## src/rtl/core/desa_pkg.sv

```systemverilog
package desa_pkg;

    localparam int PTR_W     = 13;
    localparam int BASE_W    = 12;
    localparam int BYTES_W   = 16;
    localparam int CNT_W     = 8;
    localparam int BLK_W     = BYTES_W + 1;
    localparam int CFG_IDX_W = 2;

    localparam logic [PTR_W-1:0]  LIMIT_RESET = 13'h1000;
    localparam logic [BASE_W-1:0] BASE_RESET  = 12'h000;

    localparam logic [1:0] REQ_ALLOC = 2'd0;
    localparam logic [1:0] REQ_POP   = 2'd1;
    localparam logic [1:0] REQ_GET   = 2'd2;
    localparam logic [1:0] REQ_SET   = 2'd3;

    localparam logic END_BOTTOM = 1'b0;
    localparam logic END_TOP    = 1'b1;

    localparam logic STATUS_OK      = 1'b0;
    localparam logic STATUS_COLLIDE = 1'b1;

    localparam logic [CFG_IDX_W-1:0] CFG_ARENA_BASE  = 2'd0;
    localparam logic [CFG_IDX_W-1:0] CFG_ARENA_LIMIT = 2'd1;

    typedef enum logic [2:0] {
        ST_IDLE,
        ST_DIV,
        ST_EXEC,
        ST_POP_RD,
        ST_POP_UPD,
        ST_OUT
    } state_t;

endpackage

```

## src/rtl/core/desa_blk_div.sv

```systemverilog
module desa_blk_div #(
    parameter int GRANULE_BYTES = 16
) (
    input  logic                          aclk,
    input  logic [desa_pkg::BYTES_W-1:0]  bytes_in,
    output logic [desa_pkg::BLK_W-1:0]    blk_size
);

    localparam int     BW    = desa_pkg::BLK_W;
    localparam int     N_W   = desa_pkg::BYTES_W + 1;
    localparam int     G_W   = $clog2(GRANULE_BYTES);
    localparam int     SHIFT = N_W + G_W;
    localparam longint RECIP = ((longint'(1) << SHIFT) + GRANULE_BYTES - 1) / GRANULE_BYTES;
    localparam int     R_W   = $clog2(RECIP + 1);
    localparam int     P_W   = N_W + R_W;

    logic [N_W-1:0] num;
    logic [P_W-1:0] prod_reg;

    // round up to whole granules: (bytes + G - 1) / G by reciprocal multiply
    assign num = N_W'(bytes_in) + N_W'(GRANULE_BYTES - 1);

    always_ff @(posedge aclk) begin
        prod_reg <= P_W'(num) * P_W'(RECIP);
    end

    // add the header granule
    assign blk_size = BW'(prod_reg >> SHIFT) + BW'(1);

endmodule

```

## config.mk

```make
export PLATFORM = sky130hd
export DESIGN_NAME = desa_blk_div
export DESIGN_NICKNAME = d
export VERILOG_FILES = /design/src/rtl/core/desa_pkg.sv /design/src/rtl/core/desa_blk_div.sv
export SDC_FILE = /design/constraint.sdc
export NUM_CORES = 1
export LEC_CHECK = 0
export ABC_AREA = 1
export BUFFER_PORTS_ARGS = -buffer_cell sky130_fd_sc_hd__buf_2
export CAP_MARGIN = 30
export CORE_MARGIN = 4
export CORE_UTILIZATION = 45
export CTS_BUF_LIST = sky130_fd_sc_hd__clkbuf_4
export DETAILED_ROUTE_END_ITERATION = 12
export PLACE_DENSITY = 0.74
export SLEW_MARGIN = 25
export SYNTH_ARGS = -nofsm -noshare
export SYNTH_HDL_FRONTEND = slang
export SYNTH_SLANG_ARGS = --single-unit
```

## constraint.sdc

```tcl
create_clock -name aclk -period 3.6 [get_ports aclk]
set_input_delay 0.72 -clock aclk [delete_from_list [all_inputs] [get_ports aclk]]
set_output_delay 0.72 -clock aclk [all_outputs]
set_load 0.02 [all_outputs]
```

# [Word level (Yosys, flattened, before mapping)]
# Index checks and enable logic that the tools add are counted.
[classes] n_div=0 mul=0 order_cmp=0 n_bitwise=0 reduce_logical=0 shift=0 eq_ne=0 muxes=0 n_addsub=2
[op_table] operator="$add 16x4->17 const B" count=1
[op_table] operator="$add 13x1->14 const B" count=1
[word_totals] reg_bits=17 latch_bits=0 rom_bits=0 n_memories=0 out_inout_bits=17 ram_bits=0 elab_cells=3 in_bits=17

# [Longest topological paths before layout]
[logic_depth] word_depth=1 depth_mapped=8

# [Worst setup path after synthesis]
# Ideal clock, no wire load.
[synth_path] path_type="register to output" startpoint="reg prod_reg[21]" endpoint="out blk_size[6] in the netlist's numbering" path_stages_with_launch=7 setup_slack_ps=1615 arrival_time_ps=1265 n_path_buf=0 path_cell_list="dfxtp_1 ha_1 inv_1 nor2_2 nand2_1 nor2_1 xor2_1"
[synth_between] elab_chain_len=1
[synth_rtl] item="start, declared" line_no="desa_blk_div.sv:18" source="logic [P_W-1:0] prod_reg;"
[synth_rtl] item="start signal, assigned" line_no="desa_blk_div.sv:24" source="prod_reg <= P_W'(num) * P_W'(RECIP);"
[synth_rtl] item="$add 13x1->14" line_no="desa_blk_div.sv:28" source="assign blk_size = BW'(prod_reg >> SHIFT) + BW'(1);"
[synth_rtl] item="end, declared" line_no="desa_blk_div.sv:6" source="output logic [desa_pkg::BLK_W-1:0] blk_size"
# No other way between the ends.

# [Worst setup path after layout]
# Ends and elaborated chain as after synthesis.

==> summary.md <==
| Metric | Value |
|---|---|
| Endpoint required time on the critical path | `2.88 ns` |
| Post-synthesis instance area | `932 µm²` |
| Cells resized by post-CTS repair | `0` |
| Pin count of the biggest net entering global routing | `10` |
| Average cell area after synthesis | `6.52 µm²` |
| Grt peak-use layer | `met2` |
| Crit-path max FO | `4` |
| Fraction of the yosys area taken by sequential cells | `27.9%` |
| Cells on Worst Hold Path | `3` |
| Fraction of final layout cells sized beyond drive strength 1 | `32.4%` |
| Number of cells in the design after placement | `199` |
| Via count | `925` |
| Worst Hold Margin | `0.662 ns` |
| Input/output buffers | `30` |
| Fraction of met1 tracks used by global routing | `15.5%` |
| Number of H-tree levels | `1` |
| Utilization after layout | `57.7%` |
| Pleak | `0.578 nW` |
| Final-report setup violation count | `0` |
| Wire length per cell | `8.86 µm` |
| Post-route antenna net violation count | `0` |
| Detailed-routing iteration count for the pre-antenna-repair pass | `4` |
| Peak VDD IR | `159 µV` |
| Commonest non-fill, non-tap cell in the layout | `sky130_fd_sc_hd__nand2_1` |
| Slew Viols, Final | `0` |
| Flip-flop and latch count after synthesis | `13` |
| Fmax | `0.426 GHz` |
| Setup TNS | `0 ns` |
| CP Class | `reg2out` |
| Wire length of the first global-routing pass | `2970 µm` |
| Slowest cell on the critical path | `sky130_fd_sc_hd__dfxtp_1` |
| Hold/Removal Path Class | `in2reg` |
| Setup repair after global routing missed its margin | `no` |
| Number of clock sinks seen by CTS | `13` |
| Drc violations | `0` |
| Power density of the placed cells | `303 mW/mm²` |
| Met2 capacity usage during global routing | `24.7%` |
| Maximum clock path buffer count | `2` |
| CP arrival | `1.63 ns` |
| Area of the die | `0.00286 mm²` |
| Crit path from | `prod_reg[21]` |
| Layout Nets | `195` |
| Core box area | `0.00196 mm²` |
| Final Wtd Congestion | `0.866` |
| Largest register FFs | `13` |
| Fillers | `209` |
| Antenna cell count | `0` |
| Remaining Overflow, GRT | `0` |
| Synthesis Warnings | `0` |
| Global Route Usage Sum | `14.2%` |
| Result of the run | `finished clean` |
| Effective utilization at floorplan | `47.5%` |
| HPWL after DPL | `1560 µm` |
| Buffers inserted during post-CTS setup optimization | `0` |
| Count of max-cap constraint violations | `0` |
| Count of boundary I/O pins | `34` |
| Via density per instance | `4.56` |
| Library cells used by synthesis | `21` |
| Drt initial violations | `10` |
| Top library cells by usage in the layout, fill and taps aside | `sky130_fd_sc_hd__nand2_1, sky130_fd_sc_hd__buf_2, sky130_fd_sc_hd__inv_1, sky130_fd_sc_hd__nor2_1, sky130_fd_sc_hd__dfxtp_1` |
| Final critical-path required period | `2.35 ns` |
| Critical hold path startpoint | `bytes_in[15]` |
| Kind of start point of the critical path | `flip-flop` |
| Critical Path End Type | `output pin` |
| Final routed wirelength across all metal layers | `1800 µm` |
| Biggest cell delay along the critical path | `0.37 ns` |
| Clock transition at path regs | `0.07 ns` |
| Width of the chip | `53.5 µm` |
| Hold Fails Final Rpt | `0` |
| Total CTS buffers | `3` |
| Syn-to-layout area delta | `21.3%` |
| Number of hold buffers added after cts | `0` |
| Cell chain of the critical path | `ha_1 -> inv_1 -> nor2_2 -> nand2_1 -> nor2_1 -> xor2_1 -> buf_2` |
| Antenna violations before repair | `0` |
| Clock tree root buffer cell | `sky130_fd_sc_hd__clkbuf_4` |
| Finished Layout Cells | `203` |
| Clock tree from TritonCTS | `yes` |
| Final worst path period share | `65.2%` |
| Number of standard cells after synthesis | `143` |
| Worst Hold End | `prod_reg[32]` |
| Grt met3 use | `0.282%` |
| Die boundary height | `53.5 µm` |
| Number of global-route vias before repair | `814` |
| Site row count | `16` |
## cell type report
cell class,count,area (µm²),area share (%)
Multi-Input combinational cell,107,574,50.8
Sequential cell,13,260,23.0
Timing Repair Buffer,30,150,13.3
Inverter,22,82.6,7.30
Tap cell,27,33.8,2.99
Clock buffer,4,30.0,2.65
## cells in the mapped netlist
cell type	n	area share, %
sky130_fd_sc_hd__ha_1	1	1.3
sky130_fd_sc_hd__o21ai_0	4	2.1
sky130_fd_sc_hd__xor2_1	7	6.6
sky130_fd_sc_hd__inv_1	17	6.8
sky130_fd_sc_hd__nand4_1	4	2.7
sky130_fd_sc_hd__nand3_1	9	4.8
sky130_fd_sc_hd__a21oi_1	2	1.1
sky130_fd_sc_hd__nand2_2	7	4.7
sky130_fd_sc_hd__conb_1	1	0.40
sky130_fd_sc_hd__nor2_1	16	6.4
sky130_fd_sc_hd__nor3_1	1	0.54
sky130_fd_sc_hd__nand2_1	35	14
sky130_fd_sc_hd__o21ai_1	2	1.1
sky130_fd_sc_hd__nor2_4	4	4.8
sky130_fd_sc_hd__xnor2_1	4	3.8
sky130_fd_sc_hd__inv_2	5	2.0
sky130_fd_sc_hd__dfxtp_1	13	28
sky130_fd_sc_hd__nand3_2	2	2.1
sky130_fd_sc_hd__nor2_2	5	3.4
sky130_fd_sc_hd__buf_4	3	2.4
sky130_fd_sc_hd__nand3b_1	1	0.81
## worst max-delay path, delay by kind of cell (launching register included)
| kind | cells | cell delay (ns) |
|---|---|---|
| AND/OR/NAND/NOR | 3 | 0.40 |
| buffers and inverters | 2 | 0.24 |
| flip-flops | 1 | 0.37 |
| XOR/XNOR | 1 | 0.15 |
| adder cells (fa/ha/maj) | 1 | 0.20 |
## report_power, final
group / switching [W] / internal (W)
registers: 0.00000905 / 0.000153
logic: 0.0000583 / 0.0000322
clock network: 0.0000396 / 0.0000504
total: 0.000107 / 0.000236
## layer usage
layer,wire [µm],part of all wire (%),vias up
met5,0,0,-
met4,48,2.7,0
met3,120,6.7,4
met2,838,47,35
met1,790,44,386
li1,-,-,500
## worst max-delay path by stage
stage	end	slack [ns]	cells after the start
floorplan	blk_size[6]	1.61	6
global placement	blk_size[6]	1.64	7
detailed placement	blk_size[6]	1.53	7
CTS	blk_size[6]	1.22	7
global route	blk_size[6]	1.11	7
finish	blk_size[6]	1.25	7
## cells by family (layout without fill, tap and decap cells)
logic type | Yosys count | count (layout) | synth area share, %
xor+xnor | 11 | 11 | 10.3
simple gates | 84 | 84 | 44.4
flops | 13 | 13 | 27.9
other cells | 1 | 3 | 0.402
buf+inv | 25 | 56 | 11.3
compound gates | 8 | 8 | 4.30
fa+ha+maj | 1 | 1 | 1.34
## through the flow
stage / setup WS (ns) / power [W] / area, µm²
floorplan: 1.61 / 0.000227 / 940
detailed placement: 1.53 / 0.000256 / 1100
global placement: 1.64 / 0.000254 / 1100
finish: 1.25 / 0.000343 / 1130
CTS: 1.22 / 0.000349 / 1130
global route: 1.11 / 0.000363 / 1130
Note: power is estimated with default switching activity, not from simulation.
